<file path="src/rtl/core/ira_pkg.sv">
// Shared constants, widths and the digit-to-character function of the radix converter.
`default_nettype none

package ira_pkg;

  // Width of the value being converted and size of the digit store.
  localparam int unsigned VALUE_BITS  = 32;
  localparam int unsigned DIGIT_SLOTS = 32;

  // Radix and digit widths. A digit is always below the radix, so both share a width.
  localparam int unsigned RADIX_BITS = 6;
  localparam int unsigned DIGIT_BITS = RADIX_BITS;
  localparam int unsigned CHAR_BITS  = 8;

  // Digit store addressing and a count that can also hold the full store size.
  localparam int unsigned IDX_BITS = $clog2(DIGIT_SLOTS);
  localparam int unsigned CNT_BITS = $clog2(DIGIT_SLOTS + 1);

  // The shared divider retires this many quotient bits per cycle.
  localparam int unsigned BITS_PER_CYCLE = 8;
  localparam int unsigned DIV_CYCLES     = (VALUE_BITS + BITS_PER_CYCLE - 1) / BITS_PER_CYCLE;
  localparam int unsigned PAD_BITS       = DIV_CYCLES * BITS_PER_CYCLE;
  localparam int unsigned DIV_CNT_BITS   = $clog2(DIV_CYCLES + 1);

  // Radix limits and the one radix that gets a sign.
  localparam logic [RADIX_BITS-1:0] RADIX_MIN    = RADIX_BITS'(2);
  localparam logic [RADIX_BITS-1:0] RADIX_MAX    = RADIX_BITS'(36);
  localparam logic [RADIX_BITS-1:0] DECIMAL_BASE = RADIX_BITS'(10);

  // ASCII codes.
  localparam logic [CHAR_BITS-1:0] ASCII_ZERO    = 8'h30;
  localparam logic [CHAR_BITS-1:0] ASCII_LOWER_A = 8'h61;
  localparam logic [CHAR_BITS-1:0] ASCII_MINUS   = 8'h2D;
  localparam logic [CHAR_BITS-1:0] ASCII_NINE    = 8'h39;
  localparam logic [CHAR_BITS-1:0] ASCII_LOWER_Z = 8'h7A;

  // Map a digit to '0'..'9' or 'a'..'z'.
  function automatic logic [CHAR_BITS-1:0] digit_to_ascii(input logic [DIGIT_BITS-1:0] d);
    logic [CHAR_BITS-1:0] c;
    if (d < DECIMAL_BASE) begin
      c = CHAR_BITS'(d) + ASCII_ZERO;
    end else begin
      c = CHAR_BITS'(d) - CHAR_BITS'(DECIMAL_BASE) + ASCII_LOWER_A;
    end
    return c;
  endfunction

endpackage

`default_nettype wire

</file>
<file path="src/rtl/core/integer_to_radix_ascii_top.sv">
// Top level of the integer to radix ASCII converter.
// Each digit comes from the shared divider (8 quotient bits per cycle over 32 bits); its remainder
// is stored and the divider is restarted on the quotient until the quotient is zero.
// Characters follow once all digits are divided; busy_o drops with the last character.
// One item at a time; a minus sign, if any, comes before the digits.
// Asynchronous active-low reset returns the sequencer to idle with no strobe pending.
`default_nettype none

module integer_to_radix_ascii_top (
  input  wire logic                                clk_i,
  input  wire logic                                rst_ni,
  input  wire logic                                start_i,
  output      logic                                busy_o,
  input  wire logic signed [ira_pkg::VALUE_BITS-1:0] value_i,
  input  wire logic [ira_pkg::RADIX_BITS-1:0]      radix_i,
  output      logic                                strobe_o,
  output      logic [ira_pkg::CHAR_BITS-1:0]       character_o,
  output      logic                                last_o
);

  typedef enum logic [1:0] {
    ST_IDLE,
    ST_DIVIDE,
    ST_EMIT
  } state_e;

  state_e                             state_q;
  logic [ira_pkg::RADIX_BITS-1:0]     radix_q;
  logic                               sign_q;
  logic [ira_pkg::CNT_BITS-1:0]       cnt_q;
  logic                               strobe_q;
  logic [ira_pkg::CHAR_BITS-1:0]      char_q;
  logic                               last_q;

  logic [ira_pkg::DIGIT_BITS-1:0]     digit_q [ira_pkg::DIGIT_SLOTS];

  logic [ira_pkg::RADIX_BITS-1:0]     radix_c;
  logic [ira_pkg::VALUE_BITS-1:0]     value_u;
  logic [ira_pkg::VALUE_BITS-1:0]     mag_in;
  logic                               neg_in;
  logic                               accept;
  logic                               more;
  logic [ira_pkg::CNT_BITS-1:0]       cnt_inc;
  logic [ira_pkg::IDX_BITS-1:0]       rd_idx;

  logic                               div_start;
  logic [ira_pkg::VALUE_BITS-1:0]     div_dividend;
  logic [ira_pkg::RADIX_BITS-1:0]     div_divisor;
  logic                               div_done;
  logic [ira_pkg::VALUE_BITS-1:0]     div_quo;
  logic [ira_pkg::DIGIT_BITS-1:0]     div_rem;

  // Clamp the radix and work out sign and magnitude of the incoming value.
  always_comb begin
    radix_c = radix_i;
    if (radix_i < ira_pkg::RADIX_MIN) begin
      radix_c = ira_pkg::RADIX_MIN;
    end else if (radix_i > ira_pkg::RADIX_MAX) begin
      radix_c = ira_pkg::RADIX_MAX;
    end
  end

  assign value_u = value_i;
  assign neg_in  = (radix_c == ira_pkg::DECIMAL_BASE) && value_u[ira_pkg::VALUE_BITS-1];
  assign mag_in  = neg_in ? (ira_pkg::VALUE_BITS'(0) - value_u) : value_u;

  assign accept  = start_i && (state_q == ST_IDLE);
  assign cnt_inc = cnt_q + ira_pkg::CNT_BITS'(1);
  assign more    = (div_quo != '0) && (cnt_inc < ira_pkg::CNT_BITS'(ira_pkg::DIGIT_SLOTS));
  assign rd_idx  = ira_pkg::IDX_BITS'(cnt_q - ira_pkg::CNT_BITS'(1));

  // Start the divider on the input beat and again after every digit while the quotient lasts.
  assign div_start    = accept || ((state_q == ST_DIVIDE) && div_done && more);
  assign div_dividend = (state_q == ST_IDLE) ? mag_in : div_quo;
  assign div_divisor  = (state_q == ST_IDLE) ? radix_c : radix_q;

  ira_divider u_div (
    .clk_i       (clk_i),
    .rst_ni      (rst_ni),
    .start_i     (div_start),
    .dividend_i  (div_dividend),
    .divisor_i   (div_divisor),
    .done_o      (div_done),
    .quotient_o  (div_quo),
    .remainder_o (div_rem)
  );

  // Digit store, least significant digit first.
  always_ff @(posedge clk_i) begin
    if ((state_q == ST_DIVIDE) && div_done) begin
      digit_q[cnt_q[ira_pkg::IDX_BITS-1:0]] <= div_rem;
    end
  end

  // Sequencer with the registered output beat.
  always_ff @(posedge clk_i or negedge rst_ni) begin
    if (!rst_ni) begin
      state_q  <= ST_IDLE;
      radix_q  <= '0;
      sign_q   <= 1'b0;
      cnt_q    <= '0;
      strobe_q <= 1'b0;
      char_q   <= '0;
      last_q   <= 1'b0;
    end else begin
      case (state_q)
        ST_IDLE: begin
          strobe_q <= 1'b0;
          if (start_i) begin
            radix_q <= radix_c;
            sign_q  <= neg_in;
            cnt_q   <= '0;
            state_q <= ST_DIVIDE;
          end
        end
        ST_DIVIDE: begin
          strobe_q <= 1'b0;
          if (div_done) begin
            cnt_q <= cnt_inc;
            if (!more) begin
              state_q <= ST_EMIT;
            end
          end
        end
        ST_EMIT: begin
          strobe_q <= 1'b1;
          if (sign_q) begin
            char_q <= ira_pkg::ASCII_MINUS;
            last_q <= 1'b0;
            sign_q <= 1'b0;
          end else begin
            char_q <= ira_pkg::digit_to_ascii(digit_q[rd_idx]);
            last_q <= (cnt_q == ira_pkg::CNT_BITS'(1));
            cnt_q  <= cnt_q - ira_pkg::CNT_BITS'(1);
            if (cnt_q == ira_pkg::CNT_BITS'(1)) begin
              state_q <= ST_IDLE;
            end
          end
        end
        default: begin
          state_q  <= ST_IDLE;
          strobe_q <= 1'b0;
        end
      endcase
    end
  end

  assign busy_o      = (state_q != ST_IDLE);
  assign strobe_o    = strobe_q;
  assign character_o = char_q;
  assign last_o      = last_q;

endmodule

`default_nettype wire

</file>
<file path="src/rtl/core/ira_divider.sv">
// Iterative divider: splits a value by a small radix into quotient and remainder.
`default_nettype none

module ira_divider (
  input  wire logic                               clk_i,
  input  wire logic                               rst_ni,
  input  wire logic                               start_i,
  input  wire logic [ira_pkg::VALUE_BITS-1:0]     dividend_i,
  input  wire logic [ira_pkg::RADIX_BITS-1:0]     divisor_i,
  output      logic                               done_o,
  output      logic [ira_pkg::VALUE_BITS-1:0]     quotient_o,
  output      logic [ira_pkg::DIGIT_BITS-1:0]     remainder_o
);

  logic [ira_pkg::PAD_BITS-1:0]     work_q, work_d;
  logic [ira_pkg::DIGIT_BITS-1:0]   rem_q, rem_d;
  logic [ira_pkg::RADIX_BITS-1:0]   div_q;
  logic [ira_pkg::DIV_CNT_BITS-1:0] cnt_q;
  logic                             run_q;
  logic                             done_q;
  logic                             last_step;

  // Restoring division, several quotient bits per cycle. The work register shifts
  // the dividend out at the top and collects quotient bits at the bottom.
  always_comb begin
    logic [ira_pkg::DIGIT_BITS:0] trial;
    work_d = work_q;
    rem_d  = rem_q;
    for (int i = 0; i < int'(ira_pkg::BITS_PER_CYCLE); i++) begin
      trial  = {rem_d, work_d[ira_pkg::PAD_BITS-1]};
      work_d = {work_d[ira_pkg::PAD_BITS-2:0], 1'b0};
      if (trial >= {1'b0, div_q}) begin
        trial     = trial - {1'b0, div_q};
        work_d[0] = 1'b1;
      end
      rem_d = trial[ira_pkg::DIGIT_BITS-1:0];
    end
  end

  assign last_step = (cnt_q == ira_pkg::DIV_CNT_BITS'(ira_pkg::DIV_CYCLES - 1));

  // Sequencer: a start loads new operands and has priority over a running division.
  always_ff @(posedge clk_i or negedge rst_ni) begin
    if (!rst_ni) begin
      run_q  <= 1'b0;
      done_q <= 1'b0;
      cnt_q  <= '0;
    end else if (start_i) begin
      run_q  <= 1'b1;
      done_q <= 1'b0;
      cnt_q  <= '0;
    end else if (run_q) begin
      cnt_q  <= cnt_q + ira_pkg::DIV_CNT_BITS'(1);
      run_q  <= !last_step;
      done_q <= last_step;
    end else begin
      done_q <= 1'b0;
    end
  end

  // Operand and result registers.
  always_ff @(posedge clk_i) begin
    if (start_i) begin
      work_q <= ira_pkg::PAD_BITS'(dividend_i);
      rem_q  <= '0;
      div_q  <= divisor_i;
    end else if (run_q) begin
      work_q <= work_d;
      rem_q  <= rem_d;
    end
  end

  assign done_o      = done_q;
  assign quotient_o  = work_q[ira_pkg::VALUE_BITS-1:0];
  assign remainder_o = rem_q;

endmodule

`default_nettype wire

</file>
<file path="config.mk">
export PLATFORM = sky130hd
export DESIGN_NAME = integer_to_radix_ascii_top
export DESIGN_NICKNAME = d
export VERILOG_FILES = /design/src/rtl/core/ira_pkg.sv /design/src/rtl/core/integer_to_radix_ascii_top.sv /design/src/rtl/core/ira_divider.sv
export SDC_FILE = /design/constraint.sdc
export NUM_CORES = 1
export LEC_CHECK = 0
export BUFFER_PORTS_ARGS = -buffer_cell sky130_fd_sc_hd__buf_2
export CORE_ASPECT_RATIO = 0.75
export CORE_UTILIZATION = 40
export DETAILED_ROUTE_END_ITERATION = 10
export MAX_ROUTING_LAYER = met4
export PLACE_DENSITY_LB_ADDON = 0.05
export SYNTH_ARGS = -nofsm -noshare
export SYNTH_HDL_FRONTEND = slang
export SYNTH_SLANG_ARGS = --single-unit
</file>
<file path="constraint.sdc">
create_clock -name clk_i -period 16.2 [get_ports clk_i]
set_input_delay 1.62 -clock clk_i [delete_from_list [all_inputs] [get_ports clk_i]]
set_output_delay 1.62 -clock clk_i [all_outputs]
set_load 0.05 [all_outputs]
</file>
==> results of run 1 <==
==> cell usage after synthesis (all sizes together) (11+ instances only) <==
master	n
ha	64
xnor2	43
nand2	90
nor2	83
nor3	15
inv	51
buf	11
nand3	11
nor4	13
mux2	24
edfxtp	230
a211oi	12
o21ai	74
mux2i	24
nor2b	12
nand2b	16
a21oi	37
a21o	17
dfrtp	30
mux4	60
clkbuf	28
xor2	25
==> cells by family (layout without fill, tap and decap cells) <==
group / count (synthesis) / after routing / share of synthesized area [%]
buffers and inverters: 91 / 179 / 2.60
AND/OR/NAND/NOR: 283 / 283 / 9.38
AO/OA/AOI/OAI: 202 / 202 / 9.32
flip-flops: 266 / 266 / 54.5
adder cells (fa/ha/maj): 73 / 73 / 6.80
multiplexers: 108 / 108 / 13.2
XOR/XNOR: 68 / 68 / 4.17
==> registers in the layout, indices dropped and copies added (netlist names) <==
name	flops
character_o	8
u_div.remainder_o	6
sign_q	1
last_o	1
u_div.done_o	1
u_div.div_q	6
digit_q	192
radix_q	6
u_div.cnt_q	3
cnt_q	6
u_div.run_q	1
u_div.quotient_o	32
strobe_o	1
state_q	2
==> per-layer routing <==
metal  vias to the layer above  global-route usage (%)
met2                       210                    25.0
met1                      4520                    33.9
met4                         0                    3.21
li1                       4276                       -
met3                        29                    2.99
met5                         -                       -
==> worst paths after layout <==
kind | cells past startpoint | to
setup / recovery | 74 | u_div.remainder_o[0]
hold / removal | 2 | radix_q[4]
setup reg to reg | 74 | u_div.remainder_o[0]
hold reg to reg | 2 | radix_q[4]
max in group asynchronous | 1 | cnt_q[0]
min in group asynchronous | 1 | character_o[7]
==> metrics by stage <==
| step | power, mW | cell area (um2) | setup slack, ps | util, % |
|---|---|---|---|---|
| after floorplan | 0.754 | 14300 | 642 | - |
| after global placement | 0.765 | 15100 | 51.5 | 43.3 |
| after detailed placement | 0.765 | 15100 | -411 | 43.3 |
| after CTS | 1.41 | 16000 | 19.9 | 46.0 |
| after global routing | 1.44 | 16200 | -19.6 | 46.3 |
| final | 1.39 | 16200 | 951 | 46.3 |
==> placed cells by master (no fill, tap or decap), drive strengths merged, types with 30 or more instances in the layout <==
cell / count
buf: 78
xnor2: 43
mux4: 60
a21oi: 37
dfrtp: 30
ha: 64
inv: 51
edfxtp: 230
nor2: 83
clkbuf: 33
nand2: 90
o21ai: 74
==> final cells by class <==
class / instances / area [um2]
Fill cell: 3158 / 18800
Clock inverter: 16 / 204
Inverter: 52 / 195
Clock buffer: 33 / 698
Tap cell: 457 / 572
Multi-Input combinational cell: 734 / 6240
Timing Repair Buffer: 78 / 462
Sequential cell: 266 / 7780
==> critical path: cells and delay by family, from the launching register on <==
family	cells	cell delay, ps
multiplexers	7	2200
buffers and inverters	8	760
AO/OA/AOI/OAI	35	6840
AND/OR/NAND/NOR	16	2820
adder cells (fa/ha/maj)	8	2180
flip-flops	1	330
==> power by group <==
group	switching (mW)	leakage (nW)	internal, mW
Sequential	0	2.53	0.734
Clock	0.257	0.438	0.385
Combinational	0.00971	2.97	0.00708
Total	0.267	5.94	1.13
==> repair_timing <==
action,4_1_cts,5_1_grt
gates resized for setup,5,14
endpoints found under the setup margin,7,7
pin swaps,0,7
endpoints found under the hold margin,0,0
buffers inserted,0,4
==> summary.md, run 1 <==
| Metric | Value |
|---|---|
| Area delta synth->final | 13.2% |
| Top-level I/O count | between 50 and 60 |
| Largest net degree at the start of global routing | a little under 60 |
| Hold WS | about 480 ps |
| Routed WL per cell | 21.3 um |
| Endpoints failing hold | 0 |
| Yosys top cell by area | edfxtp_1 |
| CP max stage delay | around 430 ps |
| Status | finished, violations left |
| Routed length on met3 | between 1500 and 2000 um |
| Final nets | ~1300 |
| Dpl cells | between 1500 and 2000 |
| Highest Signal Layer | met4 |
| Std cell rows | 59 |
| Setup CP Type | reg -> reg |
| Post-DP HPWL | approximately 25000 um |
| Finish-stage setup viols | 0 |
| 1st-iter DRT viols | 747 |
| Worst-Skew Late Latency | about 540 ps |
| Startpoint types | flop |
| Gpl congestion | between 0.8 and 0.9 |
| Vias | 9035 |
| Total negative slack | 0 ps |
| Crit path top cell by count | ha_1 |
| Bufs on Longest Clock Path | 3 |
| Cell Count, Final, Fillers Out | about 1600 |
| Die Area | between 30000 and 40000 um2 |
| First-pass GRT wire length | roughly 54000 um |
| Met2 WL | about 13000 um |
| Worst-path clk slew | about 70 ps |
| Die height | about 170 um |
| Rel. slew slack | between 30% and 40% |
| Hold_sp | radix_q[4] |
| I/O Buffers | ~50 |
| Num CTS Buffers | 27 |
| Grt ovf | 0 |
| Actual slew at the worst max-slew pin | just over 1000 ps |
| Post-Syn Area | about 14000 um2 |
| Period utilization | between 90% and 100% |
| Core Box Area | 34900 um2 |
| DRT antenna net count | 0 |
| Hold Path Class | reg -> reg |
| Mapped Nets | between 1000 and 1500 |
| Syn Inst Count | ~1100 |
| Post-CTS Hold Fix Bufs | 0 |
| Worst Setup SP | u_div.div_q[2] |
| Worst-path fanout max | 10 |
| Fmax | 65.6 MHz |
| Max-slew violations | 0 |
| Layout cells sized above 1 | approximately a fifth |
| Maximum capacitance violations | 0 |
| Vias in the first global route | approximately 8600 |
| Pwr dens | between 80 and 90 nW/um2 |
| P_leak | between 5 and 6 nW |
| Flops & latches, synth | between 200 and 300 |
| Reg2Reg Launch Point | u_div.div_q[2] |
| Initial antenna violation count | 0 |
| Mapped Avg Cell Area | around 13 um2 |
| Ys async rst share | a little under an eighth |
| Synth warn | 0 |
| Distinct cells, synth | just under 80 |
| Final Critical Period | ~15000 ps |
| Total Routing Usage GR | about a fifth |
| Starting Density | between 40% and 50% |
| Reg2reg setup slack | between 900 and 1000 ps |
| Area share of the largest cell type after synthesis | just under 50% |
| Wl on met1 | roughly 19000 um |
| Main synth FF type | edfxtp_1 |
| Clock skew | 20.0 ps |
| Number of synthesized flops with an enable pin | 230 |
| Via/cell ratio | 5.52 |
| Die width | roughly 220 um |
| Crit path max-delay cell type | mux2_2 |
| Critical path required time | 16620 ps |
| Synth top area cells | edfxtp_1 48%, mux4_2 9.5%, ha_1 5.6% |
| Failing checks | design-rule violations |
| Drt first pass iters | 10 |
| Clk sink count | approximately 270 |
| Post-route DRC violation count | 5 |
| DRT Wirelength | around 35000 um |
| Arrival @ worst endpoint | 15670 ps |
| Critical Path End Type | flop |
| CTS tree | built |
| Seq/Total Area, Yosys | 54.5% |
| Peak VDD IR | between 0.05 and 0.06 mV |
| H-tree Lvls | 1 |
| CTS Root Cell | clkbuf_16 |
| N_diodes | 0 |
Power figures use the tool's default switching activity.
==> run 2: changes to the inputs <==
--- a/config.mk
+++ b/config.mk
@@ -10,7 +10,6 @@
 export CORE_UTILIZATION = 40
 export DETAILED_ROUTE_END_ITERATION = 10
 export MAX_ROUTING_LAYER = met4
-export PLACE_DENSITY_LB_ADDON = 0.05
 export SYNTH_ARGS = -nofsm -noshare
 export SYNTH_HDL_FRONTEND = slang
 export SYNTH_SLANG_ARGS = --single-unit
==> constraint.sdc (replaced) <==
create_clock -name clk_i -period 16.2 [get_ports clk_i]
set_input_delay 0.81 -clock clk_i [delete_from_list [all_inputs] [get_ports clk_i]]
set_output_delay 0.81 -clock clk_i [all_outputs]
set_load 0.05 [all_outputs]
==> run 2 against run 1 <==
Effect of this change: the flow still finishes with violations (design-rule violations); sequential share of layout area grew 0.18 points; utilization shrank 0.17 points; critical path depth shrank 6; critical path type unchanged.
==> summary.md, run 2 (same netlist as run 1, synthesis figures left out) <==
| Metric | Value |
|---|---|
| CP Depth | 68 (-8.1%) |
| Final worst setup slack | 868 ps (-82.7 ps) |
| Drt first pass iters | 8 (-2) |
| Hold WS | 298 ps (-186 ps) |
| Reg2Reg Launch Point | u_div.quotient_o[31] |
| Final nets | 1274 (+0.16%) |
| Finish-stage setup viols | 0 (unchanged) |
| Largest net degree at the start of global routing | 59 (unchanged) |
| Initial antenna violation count | 0 (unchanged) |
| Post-DP HPWL | 24400 um (-1.4%) |
| Rel. slew slack | 32.6% (+1.7 points) |
| Arrival @ worst endpoint | 15750 ps (+80 ps) |
| Setup CP Type | reg -> reg |
| Period utilization | 94.6% (+0.51 points) |
| Pre-CTS setup slack | -384 ps (+26.9 ps) |
| GR met3 Demand/Resource | 3.75% (+0.75 points) |
| DRT Wirelength | 33900 um (-2.7%) |
| Num CTS Buffers | 27 (unchanged) |
| Final Critical Period | 15330 ps (+82.7 ps) |
| First-pass GRT wire length | 52800 um (-1.5%) |
| CP delay by family, top | compound AO/OA/AOI/OAI gates |
| Worst Reg2Reg Path Length in Cells | 68 (-8.1%) |
| Bufs on Longest Clock Path | 3 (unchanged) |
| 1st-iter DRT viols | 845 (+13%) |
| I/O Buffers | 51 (unchanged) |
| Failing checks | design-rule violations |
| Core Box Area | 34900 um2 (unchanged) |
| N_diodes | 0 (unchanged) |
| Endpoints failing hold | 0 (unchanged) |
| Total negative slack | 0 ps (unchanged) |
| Cell Count, Final, Fillers Out | 1639 (+0.18%) |
| Gpl congestion | 0.872 (-2.0%) |
| Vias in the first global route | 8939 (+3.8%) |
| Maximum capacitance violations | 0 (unchanged) |
| Crit path max-delay cell type | or4b_2 |
| Die height | 166 um (unchanged) |
| DRT antenna net count | 0 (unchanged) |
| Worst-path clk slew | 70 ps (about the same) |
| Worst-path fanout max | 10 (unchanged) |
| Routing usage on met2 | 25.3% (+0.31 points) |
| Routed WL per cell | 20.7 um (-2.9%) |
| RSZ-0062 raised after global routing | no |
| Actual slew at the worst max-slew pin | 1010 ps (-25.7 ps) |
| Peak VDD IR | 0.0711 mV (+28%) |
| Via/cell ratio | 5.54 (+0.24%) |
| Max-slew violations | 0 (unchanged) |
| CTS tree | built |
| CP max stage delay | 630 ps (+200 ps) |
| Fill cell count | 3131 (-0.85%) |
| Area delta synth->final | 12.7% |
| Fmax | 65.2 MHz (-0.54%) |
| Most common cell after layout, fill and taps aside | edfxtp_1 |
| GR peak layer | met1 |
| Grt ovf | 0 (unchanged) |
| Vias | 9073 (+0.42%) |
| Hold Path Class | in -> async |
| Layout cells sized above 1 | 20.1% (+0.034 points) |
| Critical path required time | 16620 ps (about the same) |
| Die Area | 36500 um2 (unchanged) |
| Dpl cells | 1586 (+0.19%) |
| Total Routing Usage GR | 19.5% (-0.57 points) |
| Critical path buffer and inverter count | 5 (-3) |
| Worst-Skew Late Latency | 550 ps (about the same) |
| Startpoint types | flop |
| Worst Setup SP | u_div.quotient_o[31] |
| Pwr dens | 84.6 nW/um2 (-1.9%) |
| Starting Density | 40.9% (unchanged) |
| Post-CTS Hold Fix Bufs | 0 (unchanged) |
| Clk sink count | 266 (unchanged) |
| Most frequent cells in the layout | 230 x edfxtp_1, 89 x nand2_1, 83 x nor2_1 |
| Std cell rows | 59 (unchanged) |
| H-tree Lvls | 1 (unchanged) |
| GR Util met1 | 31.4% (-2.5 points) |
| Die width | 220 um (unchanged) |
| Crit path top cell by count | ha_1 |
| P_leak | 5.92 nW (-0.36%) |
| Status | finished, violations left |
| Critical Path End Type | flop |
| Top-level I/O count | 52 (unchanged) |
| Max reg flops | 192 (unchanged) |
| CTS Root Cell | clkbuf_16 |
| Clock skew | 21.2 ps (+1.15 ps) |
| Post-route DRC violation count | 6 (+1) |
| Tot Pwr | 1.36 mW (-2.2%) |
-- run 2: cell types whose count changed in the layout (fill, tap and decap cells not counted), moves of 2 or more --
cell	change
buf_4	+3
clkbuf_1	-3
a21oi_4	-2
clkinv_1	+4
clkinv_4	-2
o21ai_1	+2
o21ai_0	-2
bufinv_16	-2
clkinvlp_4	+2
-- run 2: routing by layer --
metal,share of wire (%),vias to the layer above
li1,-,4279
met1,51,4500
met2,41,255
met3,7.4,39
met4,1.5,0
met5,0,-
-- run 2: per-stage QoR --
| stage | util, % | area [um2] |
|---|---|---|
| floorplan | - | 14300 |
| global placement | 43.4 | 15200 |
| detailed placement | 43.4 | 15200 |
| CTS | 45.9 | 16000 |
| global route | 46.1 | 16100 |
| finish | 46.1 | 16100 |
-- run 2: area by class of cell --
class	instances	area, um2	area share (%)
Sequential cell	266	7780	48.4
Inverter	52	195	1.21
Clock buffer	30	687	4.27
Tap cell	457	572	3.55
Timing Repair Buffer	80	473	2.94
Clock inverter	20	181	1.13
Multi-Input combinational cell	734	6200	38.5
-- run 2: power by group --
part,total [mW],leakage [nW],internal [mW],switching [mW]
Clock,0.611,0.418,0.353,0.258
Combinational,0.0167,2.97,0.00709,0.00959
Sequential,0.734,2.53,0.734,0
-- run 2: what timing repair did --
action / 4_1_cts / 5_1_grt
setup buffers: 0 / 3
endpoints found under the setup margin: 7 / 7
pin swaps: 0 / 4
gates resized for setup: 4 / 11
-- run 2: path summary, 6_finish.rpt --
kind                                        end  slack [ps]
min in group clk_i                   radix_q[2]         490
max in group asynchronous              cnt_q[0]       15390
max                        u_div.remainder_o[0]         870
min reg2reg                          radix_q[2]         490
min                                  state_q[0]         300
max reg2reg                u_div.remainder_o[0]         870
==> run 3: changes to the inputs <==
--- a/config.mk
+++ b/config.mk
@@ -12,4 +12,5 @@
 export MAX_ROUTING_LAYER = met4
 export SYNTH_ARGS = -nofsm -noshare
 export SYNTH_HDL_FRONTEND = slang
+export SYNTH_HIERARCHICAL = 1
 export SYNTH_SLANG_ARGS = --single-unit
==> run 3 against run 2 <==
Effect of this change: the flow now finishes without violations; count of clock-buffer cells in the layout increased by 4; hold slack got worse by 6.7 ps; register-to-register slack barely moved; die area is 7.9% higher; cell area grew 7.9%; synthesized area rose by 7.9%; critical path depth increased by 1; non-clock buffer count rose by 18; synthesized cell count increased by 24%; final cell count is 19% higher; wire length increased by 20%; critical path type unchanged.
==> summary.md, run 3 <==
| Metric | Value |
|---|---|
| Seq/Total Area, Yosys | 50.5% (-4.0 points) |
| Total negative slack | 0 ps (unchanged) |
| First-pass GRT wire length | 62600 um (+19%) |
| Grt ovf | 0 (unchanged) |
| CP max stage delay | 420 ps (-210 ps) |
| Worst-path fanout max | 15 (+5) |
| Final nets | 1539 (+21%) |
| Final worst setup slack | 854 ps (-13.7 ps) |
| Std cell rows | 61 (+3.4%) |
| Mapped Avg Cell Area | 11.4 um2 (-13%) |
| Final Critical Period | 15350 ps (+13.7 ps) |
| Max reg flops | 192 (unchanged) |
| Routed WL per cell | 20.9 um (+1.1%) |
| Hold Path Class | in -> async |
| Critical Path End Type | flop |
| Most frequent cells in the layout | 230 x edfxtp_1, 140 x nand2_1, 125 x nor2_1 |
| Pre-CTS setup slack | -27.7 ps (+356 ps) |
| Die width | 229 um (+3.9%) |
| Fmax | 65.2 MHz (about the same) |
| Initial antenna violation count | 2 (+2) |
| Critical path buffer and inverter count | 5 (unchanged) |
| Crit path max-delay cell type | mux2_2 |
| Largest net degree at the start of global routing | 71 (+20%) |
| Area share of the largest cell type after synthesis | 44.8% (-3.6 points) |
| Main synth FF type | edfxtp_1 |
| Most numerous cell in the Yosys netlist | edfxtp_1 |
| Drt first pass iters | 5 (-3) |
| Clk sink count | 266 (unchanged) |
| Synth warn | 6 (+6) |
| Post-CTS Hold Fix Bufs | 0 (unchanged) |
| Die height | 172 um (+3.8%) |
| Total Routing Usage GR | 21.1% (+1.6 points) |
| H-tree Lvls | 1 (unchanged) |
| Layout cells sized above 1 | 17.6% (-2.6 points) |
| Number of synthesized flops with an enable pin | 230 (unchanged) |
| Yosys top cell by area | edfxtp_1 |
| DRT antenna net count | 0 (unchanged) |
| Maximum capacitance violations | 0 (unchanged) |
| Starting Density | 41.1% (+0.23 points) |
| Post-DP HPWL | 28100 um (+15%) |
| Actual slew at the worst max-slew pin | 834 ps (-175 ps) |
| Top-level I/O count | 52 (unchanged) |
| Setup CP Type | reg -> reg |
| Arrival @ worst endpoint | 15820 ps (+70 ps) |
| Distinct cells, synth | 92 (+16%) |
| Startpoint types | flop |
| CTS tree | built |
| CTS Root Cell | clkbuf_16 |
| Synth top area cells | edfxtp_1 45%, ha_1 5.2%, dfrtp_1 4.9% |
| I/O Buffers | 51 (unchanged) |
| Worst-Skew Late Latency | 570 ps (+20 ps) |
| Endpoints failing hold | 0 (unchanged) |
| Mapped Nets | 1468 (+22%) |
| RSZ-0062 raised after global routing | no |
| Post-route DRC violation count | 0 (-6) |
| Fill cell count | 3407 (+8.8%) |
| Clock skew | 18.0 ps (-3.12 ps) |
| Period utilization | 94.7% (about the same) |
| Post-synth top cells | 230 x edfxtp_1, 140 x nand2_1, 125 x nor2_1 |
| Final instance area | 17400 um2 (+7.9%) |
| Bufs on Longest Clock Path | 3 (unchanged) |
| Ys async rst share | 11.3% (unchanged) |
| Finish-stage setup viols | 0 (unchanged) |
| Max-slew violations | 0 (unchanged) |
| Layout Utilization | 46.3% (+0.25 points) |
| 1st-iter DRT viols | 986 (+17%) |
| DRT Wirelength | 40900 um (+20%) |
| Vias in the first global route | 10800 (+20%) |
| Gpl congestion | 0.900 (+3.3%) |
| Most common cell after layout, fill and taps aside | edfxtp_1 |
| Num CTS Buffers | 27 (unchanged) |
| Area delta synth->final | 12.7% (about the same) |
| Status | complete, no violations |
| Flops & latches, synth | 266 (unchanged) |
| Rel. slew slack | 44.2% (+12 points) |
| Syn Inst Count | 1355 (+24%) |
| Die Area | 39300 um2 (+7.9%) |
| Core Box Area | 37500 um2 (+7.3%) |
| Cell Area, Placed | 16200 um2 (+7.2%) |
| Crit path top cell by count | ha_1 |
| Vias | 11100 (+23%) |
| Worst-path clk slew | 60 ps (about the same) |
| Via/cell ratio | 5.70 (+2.9%) |
| Critical path required time | 16680 ps (+60 ps) |
| CP delay by family, top | compound AO/OA/AOI/OAI gates |
| Post-Syn Area | 15400 um2 (+7.9%) |
[run 3: worst reg2reg max path: cells and delay by family (launching register included)]
family          cells  cell delay (ps)
buf+inv             5              520
fa+ha+maj           8             2320
flops               1              380
mux                11             3160
compound gates     35             7330
simple gates       10             1550
[run 3: worst paths after layout]
kind | end | from | slack (ps) | cells past startpoint
setup / recovery | u_div/remainder_o[0] | u_div/div_q[4] | 850 | 69
hold / removal | character_o[6] | rst_ni | 290 | 1
setup reg to reg | u_div/remainder_o[0] | u_div/div_q[4] | 850 | 69
hold reg to reg | radix_q[4] | radix_q[4] | 490 | 2
max in group asynchronous | radix_q[2] | rst_ni | 15440 | 1
min in group clk_i | radix_q[4] | radix_q[4] | 490 | 2
[run 3: what timing repair did]
item                       in CTS  in global routing
hold endpoints to repair        0                  0
gates cloned                    0                  2
setup endpoints to repair       2                  7
setup buffers                   0                 19
pin swaps                       0                  4
resized for setup               1                 23
[run 3: cell type report]
cell class / count / area (um2) / area share (%)
antenna: 2 / 5.00 / 0.0288
clock buffer: 34 / 702 / 4.04
clock inverter: 16 / 119 / 0.684
inverter: 60 / 225 / 1.30
multi-input combinational: 973 / 7300 / 42.0
sequential: 266 / 7780 / 44.8
tap: 504 / 631 / 3.63
timing repair buffer: 98 / 608 / 3.50
[run 3: kinds of logic after synthesis]
kind of cell             Yosys count  synth area share (%)
XOR/XNOR                          58                  3.39
multiplexers                     126                  10.5
AND/OR/NAND/NOR                  432                  13.3
AO/OA/AOI/OAI                    283                  12.7
adder cells (fa/ha/maj)           72                  6.24
buffers and inverters            118                  3.30
flip-flops                       266                  50.5
[run 3: through the flow]
| step | instances | hold WS (ps) |
|---|---|---|
| final | 1953 | 291 |
| after global routing | 1953 | 332 |
| after CTS | 1930 | 294 |
| after detailed placement | 1880 | 481 |
| after global placement | 1880 | 462 |
| after floorplan | 1355 | 450 |
[run 3: routing by layer]
metal | wire (um) | vias to the layer above | track usage [%]
met5 | 0 | - | -
li1 | - | 5244 | -
met4 | 1030 | 0 | 5.66
met2 | 18700 | 310 | 33.7
met1 | 19300 | 5503 | 28.7
met3 | 1880 | 70 | 2.54
Power of run 3 is left out: the tool's default activity adds up to more than one toggle a clock period on the data nets, which glitch-free logic cannot reach.
